--- config.mk ---
export PLATFORM = sky130hd
export DESIGN_NAME = expression_tokenizer
export DESIGN_NICKNAME = d
export VERILOG_FILES = /design/src/rtl/etok_pkg.sv /design/src/rtl/expression_tokenizer.sv
export VERILOG_INCLUDE_DIRS = /design/src /design/src/rtl
export SDC_FILE = /design/constraint.sdc
export NUM_CORES = 1
export LEC_CHECK = 0
export BUFFER_PORTS_ARGS = -buffer_cell sky130_fd_sc_hd__buf_2
export CAP_MARGIN = 20
export CELL_PAD_IN_SITES_DETAIL_PLACEMENT = 1
export CELL_PAD_IN_SITES_GLOBAL_PLACEMENT = 1
export CORE_UTILIZATION = 38
export CTS_BUF_LIST = sky130_fd_sc_hd__clkbuf_2
export DETAILED_ROUTE_END_ITERATION = 8
export PLACE_DENSITY_LB_ADDON = 0.1
export SYNTH_ARGS = -nofsm -noshare
export SYNTH_HDL_FRONTEND = slang
export SYNTH_SLANG_ARGS = --single-unit
export TNS_END_PERCENT = 50
--- constraint.sdc ---
create_clock -name clock -period 3.8 [get_ports clock]
set_input_delay 0.38 -clock clock [delete_from_list [all_inputs] [get_ports clock]]
set_output_delay 0.38 -clock clock [all_outputs]
set_load 0.02 [all_outputs]
--- src/rtl/expression_tokenizer_assert.svh ---
// Assertion helpers shared by the tokenizer RTL.
// All checks are sampled on the rising edge of clock and are off while reset is high.
`ifndef EXPRESSION_TOKENIZER_ASSERT_SVH
`define EXPRESSION_TOKENIZER_ASSERT_SVH

// The consequent must hold in the same cycle as the antecedent.
`define ETOK_ASSERT_SAME(label, ante, cons, msg) \
   label: assert property (@(posedge clock) disable iff (reset) (ante) |-> (cons)) \
      else $error(msg);

// The consequent must hold in the cycle after the antecedent.
`define ETOK_ASSERT_NEXT(label, ante, cons, msg) \
   label: assert property (@(posedge clock) disable iff (reset) (ante) |=> (cons)) \
      else $error(msg);

`endif

--- src/rtl/etok_pkg.sv ---
package etok_pkg;

   typedef struct packed {
      logic [7:0] ch;
      logic       is_end;
   } req_type;

   typedef struct packed {
      logic [3:0] kind;
      logic [7:0] text_char;
      logic       has_char;
      logic       starts_token;
      logic       closes_token;
      logic       bad_char;
      logic       last_of_run;
   } rsp_type;

   typedef enum logic [1:0] {
      MODE_IDLE   = 2'd0,
      MODE_IDENT  = 2'd1,
      MODE_NUMBER = 2'd2
   } scan_mode_type;

   localparam logic [3:0] KIND_IDENT      = 4'd0;
   localparam logic [3:0] KIND_NUMBER     = 4'd1;
   localparam logic [3:0] KIND_OPERATOR   = 4'd2;
   localparam logic [3:0] KIND_LPAREN     = 4'd3;
   localparam logic [3:0] KIND_RPAREN     = 4'd4;
   localparam logic [3:0] KIND_LBRACKET   = 4'd5;
   localparam logic [3:0] KIND_RBRACKET   = 4'd6;
   localparam logic [3:0] KIND_TERMINATOR = 4'd7;
   localparam logic [3:0] KIND_DELIMITER  = 4'd8;
   localparam logic [3:0] KIND_ASSIGN     = 4'd9;
   localparam logic [3:0] KIND_EOF        = 4'd10;

   localparam logic [7:0] CHAR_PLUS      = 8'h2B;
   localparam logic [7:0] CHAR_MINUS     = 8'h2D;
   localparam logic [7:0] CHAR_STAR      = 8'h2A;
   localparam logic [7:0] CHAR_SLASH     = 8'h2F;
   localparam logic [7:0] CHAR_CARET     = 8'h5E;
   localparam logic [7:0] CHAR_LPAREN    = 8'h28;
   localparam logic [7:0] CHAR_RPAREN    = 8'h29;
   localparam logic [7:0] CHAR_LBRACKET  = 8'h5B;
   localparam logic [7:0] CHAR_RBRACKET  = 8'h5D;
   localparam logic [7:0] CHAR_SEMICOLON = 8'h3B;
   localparam logic [7:0] CHAR_COMMA     = 8'h2C;
   localparam logic [7:0] CHAR_EQUALS    = 8'h3D;
   localparam logic [7:0] CHAR_POINT     = 8'h2E;
   localparam logic [7:0] CHAR_SPACE     = 8'h20;
   localparam logic [7:0] CHAR_TAB       = 8'h09;
   localparam logic [7:0] CHAR_CR        = 8'h0D;

   function automatic logic is_letter(input logic [7:0] c);
      return (c >= 8'h41 && c <= 8'h5A) || (c >= 8'h61 && c <= 8'h7A);
   endfunction

   function automatic logic is_digit(input logic [7:0] c);
      return c >= 8'h30 && c <= 8'h39;
   endfunction

   function automatic logic is_space(input logic [7:0] c);
      return c == CHAR_SPACE || (c >= CHAR_TAB && c <= CHAR_CR);
   endfunction

   // Returns a valid flag in the top bit and the token kind below it.
   function automatic logic [4:0] symbol_kind(input logic [7:0] c);
      logic [4:0] result;
      case (c)
         CHAR_PLUS, CHAR_MINUS, CHAR_STAR, CHAR_SLASH, CHAR_CARET:
            result = {1'b1, KIND_OPERATOR};
         CHAR_LPAREN:    result = {1'b1, KIND_LPAREN};
         CHAR_RPAREN:    result = {1'b1, KIND_RPAREN};
         CHAR_LBRACKET:  result = {1'b1, KIND_LBRACKET};
         CHAR_RBRACKET:  result = {1'b1, KIND_RBRACKET};
         CHAR_SEMICOLON: result = {1'b1, KIND_TERMINATOR};
         CHAR_COMMA:     result = {1'b1, KIND_DELIMITER};
         CHAR_EQUALS:    result = {1'b1, KIND_ASSIGN};
         default:        result = {1'b0, KIND_IDENT};
      endcase
      return result;
   endfunction

endpackage

--- src/rtl/expression_tokenizer.sv ---
// Character-stream tokenizer for arithmetic expressions. Each input word carries one ASCII
// character or an end-of-text mark, and is turned in the cycle it is accepted into zero,
// one or two result words that enter a three-entry output queue. One input word is taken
// per cycle while the queue holds at most one result; a word other than white space that
// closes a running identifier or number yields two results, so the single output port
// falls behind on a long run of such words and req_stall holds the input back. req_stall
// comes from a register and never depends on rsp_stall in the same cycle.
`include "expression_tokenizer_assert.svh"

module expression_tokenizer
   import etok_pkg::*;
(
   input  logic    clock,
   input  logic    reset,
   input  logic    req_valid,
   output logic    req_stall,
   input  req_type req_data,
   output logic    rsp_valid,
   input  logic    rsp_stall,
   output rsp_type rsp_data
);

   scan_mode_type mode_ff, mode_in;
   logic          point_ff, point_in;
   rsp_type       queue_ff [3];
   rsp_type       queue_in [3];
   logic [1:0]    count_ff, count_in;

   logic          accept;
   logic          pop;
   logic          has_close;
   logic          has_main;
   rsp_type       close_word;
   rsp_type       main_word;
   rsp_type       first_word;
   rsp_type       second_word;
   logic [1:0]    produced;
   logic [1:0]    base;

   logic [7:0]    c;
   logic          letter;
   logic          digit;
   logic          space;
   logic [4:0]    symbol;
   logic          continues;

   assign c      = req_data.ch;
   assign letter = is_letter(c);
   assign digit  = is_digit(c);
   assign space  = is_space(c);
   assign symbol = symbol_kind(c);

   assign accept    = req_valid && !req_stall;
   assign pop       = rsp_valid && !rsp_stall;
   assign req_stall = count_ff[1];
   assign rsp_valid = count_ff != 2'd0;
   assign rsp_data  = queue_ff[0];

   // The character extends the running token rather than ending it.
   always_comb begin
      case (mode_ff)
         MODE_IDENT:  continues = !req_data.is_end && (letter || digit);
         MODE_NUMBER: continues = !req_data.is_end && (digit || (c == CHAR_POINT && !point_ff));
         default:     continues = 1'b0;
      endcase
   end

   // Next state.
   always_comb begin
      mode_in  = mode_ff;
      point_in = point_ff;
      if (accept) begin
         if (req_data.is_end) begin
            mode_in  = MODE_IDLE;
            point_in = 1'b0;
         end else if (continues) begin
            if (mode_ff == MODE_NUMBER && c == CHAR_POINT) begin
               point_in = 1'b1;
            end
         end else begin
            if (mode_ff == MODE_NUMBER) begin
               point_in = 1'b0;
            end
            if (letter) begin
               mode_in = MODE_IDENT;
            end else if (digit) begin
               mode_in  = MODE_NUMBER;
               point_in = 1'b0;
            end else begin
               mode_in = MODE_IDLE;
            end
         end
      end
   end

   // Result words for the word at the input.
   always_comb begin
      close_word = '0;
      close_word.kind = (mode_ff == MODE_NUMBER) ? KIND_NUMBER : KIND_IDENT;
      close_word.closes_token = 1'b1;
      has_close = (mode_ff == MODE_IDENT || mode_ff == MODE_NUMBER) && !continues;

      main_word = '0;
      has_main  = 1'b1;
      if (req_data.is_end) begin
         main_word.kind = KIND_EOF;
         main_word.starts_token = 1'b1;
         main_word.closes_token = 1'b1;
      end else if (continues) begin
         main_word.kind = (mode_ff == MODE_NUMBER) ? KIND_NUMBER : KIND_IDENT;
         main_word.text_char = c;
         main_word.has_char = 1'b1;
      end else if (space) begin
         has_main = 1'b0;
      end else if (letter || digit) begin
         main_word.kind = letter ? KIND_IDENT : KIND_NUMBER;
         main_word.text_char = c;
         main_word.has_char = 1'b1;
         main_word.starts_token = 1'b1;
      end else if (symbol[4]) begin
         main_word.kind = symbol[3:0];
         main_word.text_char = c;
         main_word.has_char = 1'b1;
         main_word.starts_token = 1'b1;
         main_word.closes_token = 1'b1;
      end else begin
         main_word.text_char = c;
         main_word.bad_char = 1'b1;
      end

      produced = {1'b0, has_close} + {1'b0, has_main};
      if (has_close) begin
         first_word = close_word;
      end else begin
         first_word = main_word;
      end
      second_word = main_word;
      first_word.last_of_run = !(has_close && has_main);
      second_word.last_of_run = 1'b1;
   end

   // Output queue: the head drains, the rest shifts down, new words land behind.
   always_comb begin
      base = count_ff - {1'b0, pop};
      for (int i = 0; i < 3; i++) begin
         if (pop && i < 2) begin
            queue_in[i] = queue_ff[i + 1];
         end else begin
            queue_in[i] = queue_ff[i];
         end
         if (accept && produced != 2'd0 && base == 2'(i)) begin
            queue_in[i] = first_word;
         end
         if (accept && produced == 2'd2 && base + 2'd1 == 2'(i)) begin
            queue_in[i] = second_word;
         end
      end
      count_in = base + (accept ? produced : 2'd0);
   end

   always_ff @(posedge clock) begin
      if (reset) begin
         mode_ff  <= MODE_IDLE;
         point_ff <= 1'b0;
         count_ff <= 2'd0;
      end else begin
         mode_ff  <= mode_in;
         point_ff <= point_in;
         count_ff <= count_in;
      end
   end

   always_ff @(posedge clock) begin
      queue_ff <= queue_in;
   end

   `ETOK_ASSERT_SAME(a_run_complete, rsp_valid && !rsp_data.last_of_run, count_ff >= 2'd2, "head word is not last of its run but its partner is missing")
   `ETOK_ASSERT_NEXT(a_end_to_idle, accept && req_data.is_end, mode_ff == MODE_IDLE && !point_ff, "end of text did not return the scanner to idle")
   `ETOK_ASSERT_NEXT(a_bad_to_idle, accept && has_main && main_word.bad_char, mode_ff == MODE_IDLE, "bad character did not return the scanner to idle")
   `ETOK_ASSERT_NEXT(a_close_follows, accept && has_close && has_main, count_ff >= 2'd2, "close marker queued without the word that follows it")

endmodule
==> summary.txt, run 1 <==
Mapped Cells: 327
Detail Route Antenna Nets: 0
Worst-Skew Late Latency: 470 ps
CP max stage cell: dfxtp_1
Synth top area share: 45.30%
n_diodes: 0
DR top layer: met4
met3 wire len: 315 um
synthesized cell area: 3182 sq um
dpl hpwl: 5.762 mm
Leak: 1.250 nW
crit end category: flip-flop
setup violators final: 0
Clock Skew: 32.52 ps
post-CTS sizing: 0
Critical Path Fanout Max: 16
RSZ-0062 raised after global routing: false
CP cell instances: inv_1 -> ha_1 -> nand4bb_1 -> a2bb2oi_1 -> o31a_1 -> o31a_4 -> ha_1 -> nor2b_1 -> nand2_1 -> o21ai_0 -> nand2_1 -> nand2_1 -> buf_4
total grt overflow: 0
CTS tree: yes
CP required: 4020 ps
initial antenna violation count: 0
Synth area leader: edfxtp_1
R2R Setup Slk: 350 ps
Die Y: 93.51 um
Max Root-Sink Buffers: 2
Crit path top cell by count: nand2_1
total clock sinks: 56
PwrDens: 628.2 nW/um^2
relative slew slack: 43.71%
worst vdd ir: 0.0001950 V
WS Path Type: reg2reg
ys async rst share: 0%
sequential area share after synthesis: 50.33%
share of cells above drive strength 1: 18.24%
H-tree depth: 2
Least-Margin Pin Slew: 844.3 ps
Reg clk slew, reported paths: 310 ps
worst stage delay on the critical path: 400 ps
startpoint types: flip-flop
Num CTS Buffers: 5
Hold Path Class: in2reg
vias: 2371
Hold-fix buffers, CTS: 0
synth top area cells: edfxtp_1 45%, nand2_1 6.6%, dfxtp_1 5.0%, buf_4 4.0%, nor2_1 3.3%
first-pass GRT wire length: 12.26 mm
Finished Cell Area: 3363 sq um
I/O Pins: 32
Synth warnings: 0
placed inst area: 3311 sq um
row cnt: 33
P&R area growth vs syn: 5.702%
number of global-route vias before repair: 2298
Pre-antenna DRT Iters: 4
Chip Width: 93.51 um
status: complete, no violations
Detailed Route WL: 7.400 mm
Post-synth top flop: edfxtp_1
syn nets: 345
fin. max-slew vios: 0
TNS Setup: 0 ps
min Tclk post-route: 3455 ps
Final Instance Count excl. Fillers: 445
cell family with most CP delay: simple AND/OR/NAND/NOR gates
overall power: 2.113 mW
Fin. Hold Viols: 0
post-DR vias/cell: 5.328
syn avg cell area: 9.730 sq um
period utilization: 90.91%
DRT iter0 DRCs: 113
DRC: 0
Max Freq: 0.2895 GHz
leading cell type by number of instances after synthesis: nand2_1
Port Buffers: 31
Max Cap Viol: 0
# Post-CTS Setup Buffers: 0
largest net degree at the start of global routing: 20
gpl congestion: 0.7997
DR WL/cell: 16.63 um
die area: 8743 sq um
synth cell count leaders: 56 x nand2_1, 48 x edfxtp_1, 28 x nor2_1
synth unique cells: 60
number of flops mapped to enable cells by yosys: 48
met1 wire length: 3.731 mm
met2 wire len: 3.285 mm
Starting Density: 38.92%
fin nets: 357
hold slack: 108.5 ps
register bit count reported by yosys: 56
All-Layer GR Usage: 18.21%
WP data arrival: 3670 ps
Inst Count DP: 437
CTS root buf: clkbuf_2
Core Footprint: 8175 sq um
number of buffers and inverters on the critical path: 2
-- layout by cell type, fill, tap and decap left out, types with 3 or more instances in the layout --
master,instances
o21ai_1,15
xnor2_1,3
nand2b_1,8
ha_1,5
mux2_2,3
nor3_1,7
o211ai_1,3
or2_2,4
buf_2,31
dfxtp_1,8
nor2_1,28
inv_1,11
nand3_1,6
buf_4,6
nand2_1,56
o21ai_0,21
clkbuf_2,5
edfxtp_1,48
and2_1,3
a21oi_1,8
nor2b_1,6
-- flip-flops by register name, summed over array words and instances (netlist names) --
name / flops
rsp_data: 17
mode_ff: 2
point_ff: 1
count_ff: 2
queue_ff: 34
-- cells by family after synthesis --
kind of cell | share of synthesized area, %
mux | 1.691
fa+ha+maj | 1.966
simple gates | 21.27
xor+xnor | 1.101
buf+inv | 7.982
flops | 50.33
compound gates | 15.65
-- metal layers --
metal / vias up / track usage, %
met3: 6 / 2.195
met2: 57 / 28.55
li1: 1178 / -
met5: - / 0
met1: 1130 / 26.74
met4: 0 / 4.231
-- final cells by class --
cell class | count | area [sq um]
clock buffer | 5 | 25.02
clock inverter | 3 | 27.53
fill | 955 | 4812
inverter | 13 | 51.30
multi-input combinational | 226 | 1326
sequential | 56 | 1602
tap | 105 | 131.4
timing repair buffer | 37 | 200.2
-- where the power goes --
| group | total (mW) | switching, mW | internal, mW | leakage, nW |
|---|---|---|---|---|
| clock network | 0.260 | 0.208 | 0.0517 | 0.0311 |
| logic | 0.823 | 0.556 | 0.267 | 0.695 |
| registers | 1.03 | 0.0575 | 0.972 | 0.524 |
| total | 2.11 | 0.822 | 1.29 | 1.25 |
-- worst paths after layout --
check | from | end | cells after the start
worst max-delay path | mode_ff[0] | rsp_data[16] | 13
worst min-delay path | reset | count_ff[0] | 2
worst max register to register | mode_ff[0] | rsp_data[16] | 13
worst min register to register | point_ff | point_ff | 2
-- per-stage QoR --
| step | worst slack, ps | utilization [%] |
|---|---|---|
| 6_report | 345.3 | 41.14 |
| 5_1_grt | 13.15 | 41.14 |
| 4_1_cts | 322.9 | 41.14 |
| 3_5_place_dp | 275.9 | 40.50 |
| 3_3_place_gp | 325.6 | 40.50 |
| 2_1_floorplan | 576.3 | - |
(Power assumes the default switching activity.)
==> run 2, diff against run 1 <==
--- a/config.mk
+++ b/config.mk
@@ -6,7 +6,7 @@
 export SDC_FILE = /design/constraint.sdc
 export NUM_CORES = 1
 export LEC_CHECK = 0
-export BUFFER_PORTS_ARGS = -buffer_cell sky130_fd_sc_hd__buf_2
+export BUFFER_PORTS_ARGS = -buffer_cell sky130_fd_sc_hd__buf_4
 export CAP_MARGIN = 20
 export CELL_PAD_IN_SITES_DETAIL_PLACEMENT = 1
 export CELL_PAD_IN_SITES_GLOBAL_PLACEMENT = 1
==> run 2 against run 1 <==
Clock power down 5%; sequential share of layout area decreased by 0.84 points; design area increased by 1.8%; global-route usage shrank 0.95 points; largest power group unchanged; utilization rose by 0.73 points.
==> summary.txt, run 2 (synthesis results as in run 1) <==
status: complete, no violations
WP data arrival: 3570 ps
Layout fillers: 955
post-CTS sizing: 0
relative slew slack: 45.27%
Max Root-Sink Buffers: 2
CTS root buf: clkbuf_2
P&R area growth vs syn: 7.589%
Inst Count DP: 435
Core Footprint: 8175 sq um
Die Y: 93.51 um
most common cell after layout, fill and taps aside: nand2_1
fin. max-slew vios: 0
largest net degree at the start of global routing: 20
Least-Margin Pin Slew: 820.9 ps
row cnt: 33
Worst R2R Start: mode_ff[0]
hold slack: 86.43 ps
vias: 2338
Critical Path Fanout Max: 12
total clock sinks: 56
CTS tree: yes
Leak: 1.265 nW
WS Path Type: reg2reg
RSZ-0062 raised after global routing: false
Largest register FFs: 34
setup violators final: 0
Reg clk slew, reported paths: 290 ps
initial antenna violation count: 0
share of cells above drive strength 1: 17.75%
overall power: 2.148 mW
GRT met1 Usage: 25.80%
PwrDens: 627.5 nW/um^2
min-delay src: reset
Detail Route Antenna Nets: 0
GRT Max-Usage Layer: met2
Port Buffers: 31
min Tclk post-route: 3367 ps
DR WL/cell: 15.69 um
# Post-CTS Setup Buffers: 0
Worst-Skew Late Latency: 440 ps
CP required: 4010 ps
total grt overflow: 0
n_diodes: 0
Detailed Route WL: 6.952 mm
Max Freq: 0.2970 GHz
met2 Usage GRT: 26.10%
Starting Density: 38.92%
post-DR vias/cell: 5.278
crit path from: mode_ff[0]
Fin. Hold Viols: 0
first-pass GRT wire length: 11.81 mm
I/O Pins: 32
most frequent cells in the layout: 56 x nand2_1, 48 x edfxtp_1, 35 x buf_4
period utilization: 88.62%
dpl hpwl: 5.469 mm
number of global-route vias before repair: 2226
Top reg by flops: queue_ff
Clock Skew: 7.820 ps
gpl congestion: 0.8503
fin nets: 355
Chip Width: 93.51 um
Num CTS Buffers: 5
All-Layer GR Usage: 17.26%
worst vdd ir: 0.0001577 V
met3 Usage GRT: 2.520%
DRT iter0 DRCs: 106
Hold-fix buffers, CTS: 0
Max Cap Viol: 0
DRC: 0
Pre-antenna DRT Iters: 4
startpoint types: flip-flop
Hold Path Class: in2reg
crit end category: flip-flop
TNS Setup: 0 ps
die area: 8743 sq um
Final Instance Count excl. Fillers: 443
H-tree depth: 2
-- run 2: path summary, 6_finish.rpt --
kind	to	slack, ps	depth (start not counted)
hold reg to reg	point_ff	510	2
setup reg to reg	rsp_data[7]	430	11
hold / removal	mode_ff[0]	90	2
setup / recovery	rsp_data[7]	430	11
-- run 2: final cells by class --
type,instances,area (sq um),share of cell area (%)
Timing Repair Buffer,35,262.8,7.675
Clock inverter,3,25.02,0.7310
Sequential cell,56,1602,46.78
Tap cell,105,131.4,3.838
Inverter,13,51.30,1.499
Multi-Input combinational cell,226,1326,38.74
Clock buffer,5,25.02,0.7310
-- run 2: metal layers --
| metal | vias to the layer above | part of all wire [%] |
|---|---|---|
| li1 | 1174 | - |
| met1 | 1121 | 51 |
| met2 | 38 | 45 |
| met3 | 5 | 3.5 |
| met4 | 0 | 0.66 |
| met5 | - | 0 |
-- run 2: power breakdown --
part | switching [mW] | internal (mW) | total, mW
clock network | 0.197 | 0.0507 | 0.248
registers | 0.0597 | 0.974 | 1.03
logic | 0.541 | 0.324 | 0.866
total | 0.799 | 1.35 | 2.15
-- run 2: metrics by stage --
step	utilization [%]	area, sq um	setup slack (ps)
finish	41.87	3423	432.6
global route	41.87	3423	106.1
CTS	41.87	3423	388.3
detailed placement	41.26	3373	315.5
global placement	41.26	3373	489.0
floorplan	-	3182	576.3
-- run 2: worst max-delay path, stage by stage (launching register included) --
cell and delay (ps):
dfxtp_1 380, inv_1 50, ha_1 330, nand4bb_1 140, a2bb2oi_1 170, o31a_1 320, o31a_4 150, ha_1 290
nor2b_1 200, and3_1 200, a21oi_1 640, o21ai_0 260
